$ cat src/rhc_pkg.sv
`timescale 1ns / 1ps

package rhc_pkg;

  typedef enum logic [1:0] {
    SEC_RED,
    SEC_GREEN,
    SEC_BLUE
  } rhc_sector_e;

  typedef struct packed {
    logic valid;
    logic gray;
  } rhc_ctl_t;

endpackage

$ cat src/rhc_if.sv
`timescale 1ns / 1ps

interface rhc_pix_if #(
  parameter int unsigned CHANNEL_BITS = 8
);
  logic                    valid;
  logic                    ready;
  logic [CHANNEL_BITS-1:0] red;
  logic [CHANNEL_BITS-1:0] green;
  logic [CHANNEL_BITS-1:0] blue;
  logic [CHANNEL_BITS-1:0] alpha;

  modport source (output valid, red, green, blue, alpha, input ready);
  modport sink   (input valid, red, green, blue, alpha, output ready);
endinterface

interface rhc_hsl_if #(
  parameter int unsigned CHANNEL_BITS  = 8,
  parameter int unsigned FRACTION_BITS = 16
);
  logic                     valid;
  logic                     ready;
  logic [FRACTION_BITS-1:0] hue;
  logic [FRACTION_BITS-1:0] saturation;
  logic [FRACTION_BITS-1:0] lightness;
  logic [CHANNEL_BITS-1:0]  alpha_out;

  modport source (output valid, hue, saturation, lightness, alpha_out, input ready);
  modport sink   (input valid, hue, saturation, lightness, alpha_out, output ready);
endinterface

$ cat src/rhc_front.sv
`timescale 1ns / 1ps

module rhc_front import rhc_pkg::*; #(
  parameter int unsigned CHANNEL_BITS  = 8,
  parameter int unsigned FRACTION_BITS = 16,
  localparam int unsigned SNumBits = CHANNEL_BITS + FRACTION_BITS + 1,
  localparam int unsigned HDenBits = CHANNEL_BITS + 3,
  localparam int unsigned HNumBits = CHANNEL_BITS + FRACTION_BITS + 4
) (
  input  logic                    clk_i,
  input  logic                    rst_ni,
  input  logic                    en_i,
  input  logic                    valid_i,
  input  logic [CHANNEL_BITS-1:0] red_i,
  input  logic [CHANNEL_BITS-1:0] green_i,
  input  logic [CHANNEL_BITS-1:0] blue_i,
  input  logic [CHANNEL_BITS-1:0] alpha_i,
  output rhc_ctl_t                ctl_o,
  output logic [CHANNEL_BITS-1:0] alpha_o,
  output logic [CHANNEL_BITS:0]   l_sum_o,
  output logic [SNumBits-1:0]     s_num_o,
  output logic [CHANNEL_BITS-1:0] s_den_o,
  output logic [HNumBits-1:0]     h_num_o,
  output logic [HDenBits-1:0]     h_den_o
);

  localparam logic [CHANNEL_BITS:0] CMax    = {1'b0, {CHANNEL_BITS{1'b1}}};
  localparam logic [CHANNEL_BITS:0] TwoCMax = {{CHANNEL_BITS{1'b1}}, 1'b0};

  // stage A: extremes and hue sector
  logic [CHANNEL_BITS-1:0] hi_d, lo_d, hi_rg, lo_rg;
  rhc_sector_e             sec_d;

  logic                    a_vld_q;
  logic [CHANNEL_BITS-1:0] a_red_q, a_green_q, a_blue_q, a_alpha_q, a_hi_q, a_lo_q;
  rhc_sector_e             a_sec_q;

  always_comb begin
    hi_rg = (red_i > green_i) ? red_i : green_i;
    lo_rg = (red_i < green_i) ? red_i : green_i;
    hi_d  = (blue_i > hi_rg) ? blue_i : hi_rg;
    lo_d  = (blue_i < lo_rg) ? blue_i : lo_rg;
    if (hi_d == red_i) begin
      sec_d = SEC_RED;
    end else if (hi_d == green_i) begin
      sec_d = SEC_GREEN;
    end else begin
      sec_d = SEC_BLUE;
    end
  end

  always_ff @(posedge clk_i or negedge rst_ni) begin
    if (!rst_ni) begin
      a_vld_q <= 1'b0;
    end else if (en_i) begin
      a_vld_q <= valid_i;
    end
  end

  always_ff @(posedge clk_i) begin
    if (en_i) begin
      a_red_q   <= red_i;
      a_green_q <= green_i;
      a_blue_q  <= blue_i;
      a_alpha_q <= alpha_i;
      a_hi_q    <= hi_d;
      a_lo_q    <= lo_d;
      a_sec_q   <= sec_d;
    end
  end

  // stage B: divider operands
  logic [CHANNEL_BITS:0]   sum;
  logic [CHANNEL_BITS-1:0] diff, den_d;
  logic [HDenBits-1:0]     sixd, num, r_x, g_x, b_x;

  always_comb begin
    sum   = {1'b0, a_hi_q} + {1'b0, a_lo_q};
    diff  = a_hi_q - a_lo_q;
    den_d = (sum > CMax) ? CHANNEL_BITS'(TwoCMax - sum) : sum[CHANNEL_BITS-1:0];
    sixd  = {1'b0, diff, 2'b00} + {2'b00, diff, 1'b0};
    r_x   = {3'b000, a_red_q};
    g_x   = {3'b000, a_green_q};
    b_x   = {3'b000, a_blue_q};
    unique case (a_sec_q)
      SEC_RED:   num = (a_green_q >= a_blue_q) ? (g_x - b_x) : (sixd - (b_x - g_x));
      SEC_GREEN: num = {2'b00, diff, 1'b0} + b_x - r_x;
      SEC_BLUE:  num = {1'b0, diff, 2'b00} + r_x - g_x;
      default:   num = '0;
    endcase
  end

  logic b_vld_q, b_gray_q;

  always_ff @(posedge clk_i or negedge rst_ni) begin
    if (!rst_ni) begin
      b_vld_q <= 1'b0;
    end else if (en_i) begin
      b_vld_q <= a_vld_q;
    end
  end

  always_ff @(posedge clk_i) begin
    if (en_i) begin
      b_gray_q <= (a_hi_q == a_lo_q);
      alpha_o  <= a_alpha_q;
      l_sum_o  <= sum;
      s_num_o  <= {1'b0, diff, {FRACTION_BITS{1'b0}}};
      s_den_o  <= den_d;
      h_num_o  <= {1'b0, num, {FRACTION_BITS{1'b0}}};
      h_den_o  <= sixd;
    end
  end

  assign ctl_o = '{valid: b_vld_q, gray: b_gray_q};

endmodule

$ cat src/rhc_div.sv
`timescale 1ns / 1ps

// Restoring divider, one quotient bit per stage. The quotient must fit QUO_BITS.
module rhc_div #(
  parameter int unsigned DEN_BITS = 9,
  parameter int unsigned QUO_BITS = 17
) (
  input  logic                         clk_i,
  input  logic                         en_i,
  input  logic [QUO_BITS+DEN_BITS-1:0] num_i,
  input  logic [DEN_BITS-1:0]          den_i,
  output logic [QUO_BITS-1:0]          quo_o
);

  logic [DEN_BITS-1:0] rem_q [QUO_BITS];
  logic [DEN_BITS-1:0] den_q [QUO_BITS];
  logic [QUO_BITS-1:0] low_q [QUO_BITS];
  logic [QUO_BITS-1:0] quo_q [QUO_BITS];

  for (genvar k = 0; k < QUO_BITS; k++) begin : g_stage
    logic [DEN_BITS-1:0] rem_in, den_in;
    logic [QUO_BITS-1:0] low_in, quo_in;
    logic [DEN_BITS:0]   trial;
    logic                ge;

    if (k == 0) begin : g_first
      assign rem_in = num_i[QUO_BITS+DEN_BITS-1:QUO_BITS];
      assign low_in = num_i[QUO_BITS-1:0];
      assign quo_in = '0;
      assign den_in = den_i;
    end else begin : g_next
      assign rem_in = rem_q[k-1];
      assign low_in = low_q[k-1];
      assign quo_in = quo_q[k-1];
      assign den_in = den_q[k-1];
    end

    assign trial = {rem_in, low_in[QUO_BITS-1]};
    assign ge    = (trial >= {1'b0, den_in});

    always_ff @(posedge clk_i) begin
      if (en_i) begin
        rem_q[k] <= ge ? DEN_BITS'(trial - {1'b0, den_in}) : trial[DEN_BITS-1:0];
        low_q[k] <= {low_in[QUO_BITS-2:0], 1'b0};
        quo_q[k] <= {quo_in[QUO_BITS-2:0], ge};
        den_q[k] <= den_in;
      end
    end
  end

  assign quo_o = quo_q[QUO_BITS-1];

endmodule

$ cat src/rgb_to_hsl_converter_unit.sv
`timescale 1ns / 1ps

// RGBA to HSL converter. Takes one pixel per clock while the output is not
// stalled and returns one HSL beat per pixel, in order. A pixel passes two
// stages of min/max and operand setup, FRACTION_BITS + 1 stages in the two
// parallel bit-per-stage dividers (saturation, hue), then one output register,
// so up to FRACTION_BITS + 4 pixels are in flight. Lightness is a multiply of
// the channel sum by a constant reciprocal and is delayed alongside the
// dividers. The whole pipeline advances whenever the output register is empty
// or being taken, so pix_i.ready follows hsl_o.ready and throughput is one
// pixel per cycle while the sink keeps up. Gray pixels give hue and saturation
// 0; saturation clips at all ones; alpha is copied through.
module rgb_to_hsl_converter_unit import rhc_pkg::*; #(
  parameter int unsigned CHANNEL_BITS  = 8,
  parameter int unsigned FRACTION_BITS = 16
) (
  input  logic      clk_i,
  input  logic      rst_ni,
  rhc_pix_if.sink   pix_i,
  rhc_hsl_if.source hsl_o
);

  localparam int unsigned QuoBits  = FRACTION_BITS + 1;
  localparam int unsigned SumBits  = CHANNEL_BITS + 1;
  localparam int unsigned HDenBits = CHANNEL_BITS + 3;
  localparam int unsigned RecShift = 2 * CHANNEL_BITS + 2;
  localparam int unsigned RecBits  = CHANNEL_BITS + FRACTION_BITS + 2;
  localparam longint unsigned LDen   = 2 * ((64'd1 << CHANNEL_BITS) - 1);
  localparam longint unsigned LScale = (64'd1 << FRACTION_BITS) - 1;
  // ceil(2^RecShift * LScale / LDen), exact floor for every channel sum
  localparam logic [RecBits-1:0] LRecip =
    RecBits'(((LScale << RecShift) + LDen - 1) / LDen);

  logic en;
  logic out_vld_q;

  assign en          = !out_vld_q || hsl_o.ready;
  assign pix_i.ready = en;

  rhc_ctl_t                                   ctl;
  logic [CHANNEL_BITS-1:0]                    f_alpha;
  logic [SumBits-1:0]                         l_sum;
  logic [QuoBits+CHANNEL_BITS-1:0]            s_num;
  logic [CHANNEL_BITS-1:0]                    s_den;
  logic [QuoBits+HDenBits-1:0]                h_num;
  logic [HDenBits-1:0]                        h_den;
  logic [QuoBits-1:0]                         s_quo, h_quo;

  rhc_front #(
    .CHANNEL_BITS (CHANNEL_BITS),
    .FRACTION_BITS(FRACTION_BITS)
  ) u_front (
    .clk_i  (clk_i),
    .rst_ni (rst_ni),
    .en_i   (en),
    .valid_i(pix_i.valid),
    .red_i  (pix_i.red),
    .green_i(pix_i.green),
    .blue_i (pix_i.blue),
    .alpha_i(pix_i.alpha),
    .ctl_o  (ctl),
    .alpha_o(f_alpha),
    .l_sum_o(l_sum),
    .s_num_o(s_num),
    .s_den_o(s_den),
    .h_num_o(h_num),
    .h_den_o(h_den)
  );

  rhc_div #(.DEN_BITS(CHANNEL_BITS), .QUO_BITS(QuoBits)) u_div_s (
    .clk_i(clk_i), .en_i(en), .num_i(s_num), .den_i(s_den), .quo_o(s_quo)
  );

  rhc_div #(.DEN_BITS(HDenBits), .QUO_BITS(QuoBits)) u_div_h (
    .clk_i(clk_i), .en_i(en), .num_i(h_num), .den_i(h_den), .quo_o(h_quo)
  );

  // lightness: sum * LRecip >> RecShift
  logic [SumBits+RecBits-1:0] l_prod;

  assign l_prod = {{RecBits{1'b0}}, l_sum} * {{SumBits{1'b0}}, LRecip};

  // sideband alongside the dividers
  logic [QuoBits-1:0]       dly_vld_q, dly_gray_q;
  logic [CHANNEL_BITS-1:0]  dly_alpha_q [QuoBits];
  logic [FRACTION_BITS-1:0] dly_light_q [QuoBits];

  always_ff @(posedge clk_i or negedge rst_ni) begin
    if (!rst_ni) begin
      dly_vld_q <= '0;
    end else if (en) begin
      dly_vld_q <= {dly_vld_q[QuoBits-2:0], ctl.valid};
    end
  end

  always_ff @(posedge clk_i) begin
    if (en) begin
      dly_gray_q     <= {dly_gray_q[QuoBits-2:0], ctl.gray};
      dly_alpha_q[0] <= f_alpha;
      dly_light_q[0] <= l_prod[RecShift +: FRACTION_BITS];
      for (int k = 1; k < QuoBits; k++) begin
        dly_alpha_q[k] <= dly_alpha_q[k-1];
        dly_light_q[k] <= dly_light_q[k-1];
      end
    end
  end

  // output register
  logic                     gray;
  logic [FRACTION_BITS-1:0] hue_d, sat_d;
  logic [FRACTION_BITS-1:0] hue_q, sat_q, light_q;
  logic [CHANNEL_BITS-1:0]  alpha_q;

  always_comb begin
    gray  = dly_gray_q[QuoBits-1];
    hue_d = gray ? '0 : h_quo[FRACTION_BITS-1:0];
    if (gray) begin
      sat_d = '0;
    end else if (s_quo[FRACTION_BITS]) begin
      sat_d = '1;
    end else begin
      sat_d = s_quo[FRACTION_BITS-1:0];
    end
  end

  always_ff @(posedge clk_i or negedge rst_ni) begin
    if (!rst_ni) begin
      out_vld_q <= 1'b0;
    end else if (en) begin
      out_vld_q <= dly_vld_q[QuoBits-1];
    end
  end

  always_ff @(posedge clk_i) begin
    if (en) begin
      hue_q   <= hue_d;
      sat_q   <= sat_d;
      light_q <= dly_light_q[QuoBits-1];
      alpha_q <= dly_alpha_q[QuoBits-1];
    end
  end

  assign hsl_o.valid      = out_vld_q;
  assign hsl_o.hue        = hue_q;
  assign hsl_o.saturation = sat_q;
  assign hsl_o.lightness  = light_q;
  assign hsl_o.alpha_out  = alpha_q;

endmodule

$ cat src/flat_wrapper.sv
// flat-port wrapper written by rule: the top's interface ports become plain ports
module rgb_to_hsl_converter_unit_flat import rhc_pkg::*;
#(
  parameter int unsigned CHANNEL_BITS  = 8,
  parameter int unsigned FRACTION_BITS = 16
)
  (clk_i, rst_ni, pix_i_valid, pix_i_red, pix_i_green, pix_i_blue, pix_i_alpha, pix_i_ready, hsl_o_valid, hsl_o_hue, hsl_o_saturation, hsl_o_lightness, hsl_o_alpha_out, hsl_o_ready);
  rhc_pix_if #(.CHANNEL_BITS(CHANNEL_BITS)) pix_i_i ();
  rhc_hsl_if #(.CHANNEL_BITS(CHANNEL_BITS), .FRACTION_BITS(FRACTION_BITS)) hsl_o_i ();
  input  logic clk_i;
  input  logic rst_ni;
  input wire logic [$bits(pix_i_i.valid)-1:0] pix_i_valid;
  input wire logic [$bits(pix_i_i.red)-1:0] pix_i_red;
  input wire logic [$bits(pix_i_i.green)-1:0] pix_i_green;
  input wire logic [$bits(pix_i_i.blue)-1:0] pix_i_blue;
  input wire logic [$bits(pix_i_i.alpha)-1:0] pix_i_alpha;
  output wire logic [$bits(pix_i_i.ready)-1:0] pix_i_ready;
  output wire logic [$bits(hsl_o_i.valid)-1:0] hsl_o_valid;
  output wire logic [$bits(hsl_o_i.hue)-1:0] hsl_o_hue;
  output wire logic [$bits(hsl_o_i.saturation)-1:0] hsl_o_saturation;
  output wire logic [$bits(hsl_o_i.lightness)-1:0] hsl_o_lightness;
  output wire logic [$bits(hsl_o_i.alpha_out)-1:0] hsl_o_alpha_out;
  input wire logic [$bits(hsl_o_i.ready)-1:0] hsl_o_ready;
  assign pix_i_i.valid = pix_i_valid;
  assign pix_i_i.red = pix_i_red;
  assign pix_i_i.green = pix_i_green;
  assign pix_i_i.blue = pix_i_blue;
  assign pix_i_i.alpha = pix_i_alpha;
  assign pix_i_ready = pix_i_i.ready;
  assign hsl_o_valid = hsl_o_i.valid;
  assign hsl_o_hue = hsl_o_i.hue;
  assign hsl_o_saturation = hsl_o_i.saturation;
  assign hsl_o_lightness = hsl_o_i.lightness;
  assign hsl_o_alpha_out = hsl_o_i.alpha_out;
  assign hsl_o_i.ready = hsl_o_ready;
  rgb_to_hsl_converter_unit #(.CHANNEL_BITS(CHANNEL_BITS), .FRACTION_BITS(FRACTION_BITS)) u_core (.clk_i(clk_i), .rst_ni(rst_ni), .pix_i(pix_i_i), .hsl_o(hsl_o_i));
endmodule
$ cat config.mk
export PLATFORM = sky130hd
export DESIGN_NAME = rgb_to_hsl_converter_unit_flat
export DESIGN_NICKNAME = d
export VERILOG_FILES = /design/src/rhc_pkg.sv /design/src/rhc_if.sv /design/src/rhc_front.sv /design/src/rhc_div.sv /design/src/rgb_to_hsl_converter_unit.sv /design/src/flat_wrapper.sv
export SDC_FILE = /design/constraint.sdc
export NUM_CORES = 2
export LEC_CHECK = 0
export BUFFER_PORTS_ARGS = -buffer_cell sky130_fd_sc_hd__buf_2
export CORE_MARGIN = 1
export CORE_UTILIZATION = 68
export DETAILED_ROUTE_END_ITERATION = 6
export PLACE_DENSITY = 0.83
export SLEW_MARGIN = 10
export SYNTH_ARGS = -nofsm -noshare
export SYNTH_HDL_FRONTEND = slang
export SYNTH_SLANG_ARGS = --single-unit
$ cat constraint.sdc
create_clock -name clk_i -period 132.7 [get_ports clk_i]
set_input_delay 19.905 -clock clk_i [delete_from_list [all_inputs] [get_ports clk_i]]
set_output_delay 19.905 -clock clk_i [all_outputs]
set_load 0.02 [all_outputs]
==> results.sh <==
export IMPL_drtIter0Drc=2550
export IMPL_criticalPathCategory="in2out"
export IMPL_synth_edff_count=1433
export IMPL_post_route_period_util_pct=30.64
export IMPL_synth_top_family_by_area="adder cells"
export IMPL_syn_to_final_growth_pct=10.19
export IMPL_grt_pass1_vias=36120
export IMPL_hold_violations=0
export IMPL_hold_class="reg2reg"
export IMPL_arrival_ns=20.75
export IMPL_slew_viol_final=0
export IMPL_rows=113
export IMPL_clockBufferDepth=3
export IMPL_setup_viol=0
export IMPL_routedLengthMet1_um=46010
export IMPL_synth_avg_cell_area_sq_um=14.80
export IMPL_synth_common_cells="edfxtp_1, inv_1, ha_1, nor2_1, mux2_2"
export IMPL_period_needed_ns=40.66
export IMPL_ys_ff_latch=1453
export IMPL_slew_headroom_pct=18.53
export IMPL_die_w_um=311.1
export IMPL_die_h_um=311.1
export IMPL_netlist_top_cell_by_area="edfxtp_1"
export IMPL_synth_ff_type="edfxtp_1"
export IMPL_portBuffers=93
export IMPL_gp_congestion=0.8715
export IMPL_dr_total_vias=34970
export IMPL_syn_area_sq_um=64990
export IMPL_grt_pass1_wl_um=187400
export IMPL_drc=0
export IMPL_synth_most_common_cell="edfxtp_1"
export IMPL_core_sq_um=94870
export IMPL_yosys_area_share_adder_pct=9.255
export IMPL_grt_antenna_before_repair=0
export IMPL_ys_seq_area_share_pct=66.99
export IMPL_yosysWarnings=0
export IMPL_cts_buffers=144
export IMPL_grt_max_degree=202
export IMPL_top_layer="met4"
export IMPL_cts_sinks=1453
export IMPL_ctsHoldBuffers=0
export IMPL_n_antenna_cell=0
export IMPL_fin_tns_setup_ns=0
export IMPL_drive_gt1_share_pct=12.55
export IMPL_worstMarginPinSlew_ns=1.222
export IMPL_dieArea_sq_um=96810
export IMPL_synth_area_leaders="edfxtp_1, ha_1, mux2_2"
export IMPL_first_pass_iters=6
export IMPL_cts_root_buf="clkbuf_16"
export IMPL_yosysTopAreaCellShare_pct=66.22
export IMPL_insertion_delay_ns=0.77
export IMPL_grt_total_usage_pct=24.63
export IMPL_regArea_sq_um=43530
export IMPL_clk_pin_slew_ns=0.06
export IMPL_wl_met3_um=4991
export IMPL_synth_cells=4392
export IMPL_synth_distinct_cells=93
export IMPL_wl_per_cell_um=19.67
export IMPL_status="finished clean"
export IMPL_cts_tree="done"
export IMPL_yosys_area_share_simple_pct=5.755
export IMPL_synthArstFlopShare_pct=1.376
export IMPL_io_pins=94
export IMPL_fin_skew_ns=0.02457
export IMPL_post_cts_resized=0
export IMPL_cp_end_kind="output port"
export IMPL_n_fill_cell=5374
export IMPL_dpl_hpwl_um=73950
export IMPL_cp_max_fo=25
export IMPL_multi_input_comb_area_sq_um=19300
export IMPL_grt_overflow_total=0
export IMPL_htree_levels=4
export IMPL_required_ns=112.79
export IMPL_cp_start_kind="input pin"
export IMPL_start_util_pct=68.50
export IMPL_dr_wl_met2_um=62680
export IMPL_wl_um=118000
export IMPL_synth_compound_area_share_pct=7.168
export IMPL_cts_setup_buffers=0
export IMPL_synth_xor_area_share_pct=3.121
export IMPL_synthMuxAreaShare_pct=4.371
export IMPL_fmax_ghz=0.02459
export IMPL_postSynthNetCount=4876
export IMPL_r2r_slack_ns=127.31
export IMPL_maxCapViolations=0
export IMPL_nNetsFinal=5099
export IMPL_viasPerCell=5.830
export IMPL_ant_nets=0
export IMPL_rsz0062_at_grt="no"
## path summary, 6_finish.rpt
| kind | from | to | cells after the start |
|---|---|---|---|
| worst max register to register | u_core.hsl_o.valid$_DFFE_PN0P_ | u_core.dly_alpha_q[1][0]$_DFFE_PP_ | 6 |
| min in group asynchronous | rst_ni | u_core.dly_vld_q[10]$_DFFE_PN0P_ | 1 |
| worst min-delay path | u_core.u_div_s.quo_q[0][53]$_DFFE_PP_ | u_core.u_div_s.quo_q[0][71]$_DFFE_PP_ | 0 |
| worst max-delay path | hsl_o_ready | pix_i_ready | 3 |
| worst min register to register | u_core.u_div_s.quo_q[0][53]$_DFFE_PP_ | u_core.u_div_s.quo_q[0][71]$_DFFE_PP_ | 0 |
| max in group asynchronous | rst_ni | u_core.hsl_o.valid$_DFFE_PN0P_ | 1 |
## state kept, by name, indices dropped and copies added, names as in the netlist, 9 cells and up
| register | flops |
|---|---|
| u_core.dly_vld_q | 17 |
| u_core.hsl_o.lightness | 16 |
| u_core.hsl_o.hue | 16 |
| u_core.u_div_s.quo_q | 153 |
| u_core.u_div_h.quo_q | 136 |
| u_core.u_div_s.den_q | 112 |
| u_core.hsl_o.saturation | 16 |
| u_core.u_front.h_den_o | 9 |
| u_core.dly_light_q | 272 |
| u_core.u_front.h_num_o | 11 |
| u_core.dly_gray_q | 17 |
| u_core.u_div_s.rem_q | 128 |
| u_core.dly_alpha_q | 136 |
| u_core.u_div_h.den_q | 160 |
| u_core.u_div_h.rem_q | 161 |
## area by class of cell
cell class | instances | share of cell area (%)
timing repair buffer | 114 | 0.8876
multi-input combinational | 2379 | 26.95
inverter | 523 | 2.745
clock inverter | 83 | 1.055
sequential | 1453 | 60.79
clock buffer | 182 | 5.362
tap | 1265 | 2.210
## cells in the final DEF (no fill, tap or decap), drive strengths merged, types with 6 or more instances in the layout
master,synthesis,layout
a211o,6,6
a211oi,44,44
a21boi,57,57
a21o,89,89
a21oi,161,161
a221oi,17,17
a22o,6,6
a31oi,15,15
and2,18,18
buf,23,114
bufinv,0,7
clkbuf,14,182
clkinv,0,60
dfrtp,20,20
edfxtp,1433,1433
fa,53,53
ha,395,395
inv,523,534
mux2,211,211
mux2i,46,46
nand2,108,108
nand2b,48,48
nand3,51,51
nand4,47,47
nor2,267,267
nor2b,112,112
nor3,46,46
nor4,20,20
o211ai,9,9
o21a,50,50
o21ai,155,155
o21bai,11,11
o22ai,10,10
o311ai,15,15
o31a,6,6
o31ai,9,9
or2,17,17
or3,8,8
xnor2,161,161
xor2,68,68
## critical path: stages
cell      delay [ns]
buf_2           0.08
nand2b_4        0.38
buf_2           0.36
## metrics by stage
| step | area (sq um) | utilization (%) | setup WS, ns | instances | hold slack [ns] |
|---|---|---|---|---|---|
| after global placement | 67010 | 70.64 | 92.05 | 5734 | 0.4000 |
| after floorplan | 64990 | - | 53.83 | 4392 | 0.4003 |
| final | 71610 | 75.48 | 92.04 | 5999 | 0.4007 |
| after detailed placement | 67010 | 70.64 | 92.05 | 5734 | 0.4045 |
| after global routing | 71610 | 75.48 | 91.97 | 5999 | 0.4022 |
| after CTS | 71610 | 75.48 | 92.03 | 5999 | 0.3939 |
## kinds of logic (layout without fill, tap and decap cells)
logic type	Yosys count	count (layout)
buf+inv	560	902
fa+ha+maj	449	449
compound gates	688	688
mux	257	257
simple gates	756	756
xor+xnor	229	229
flops	1453	1453
## metal layers
metal  track usage (%)  vias to the layer above
li1                  -                    16520
met4             10.28                        0
met3             3.999                      323
met1             28.71                    17130
met2             45.02                      998
met5                 0                        -
Power is not shown: default switching activity piles up to over one toggle a cycle in this logic, so the estimate is an artifact.
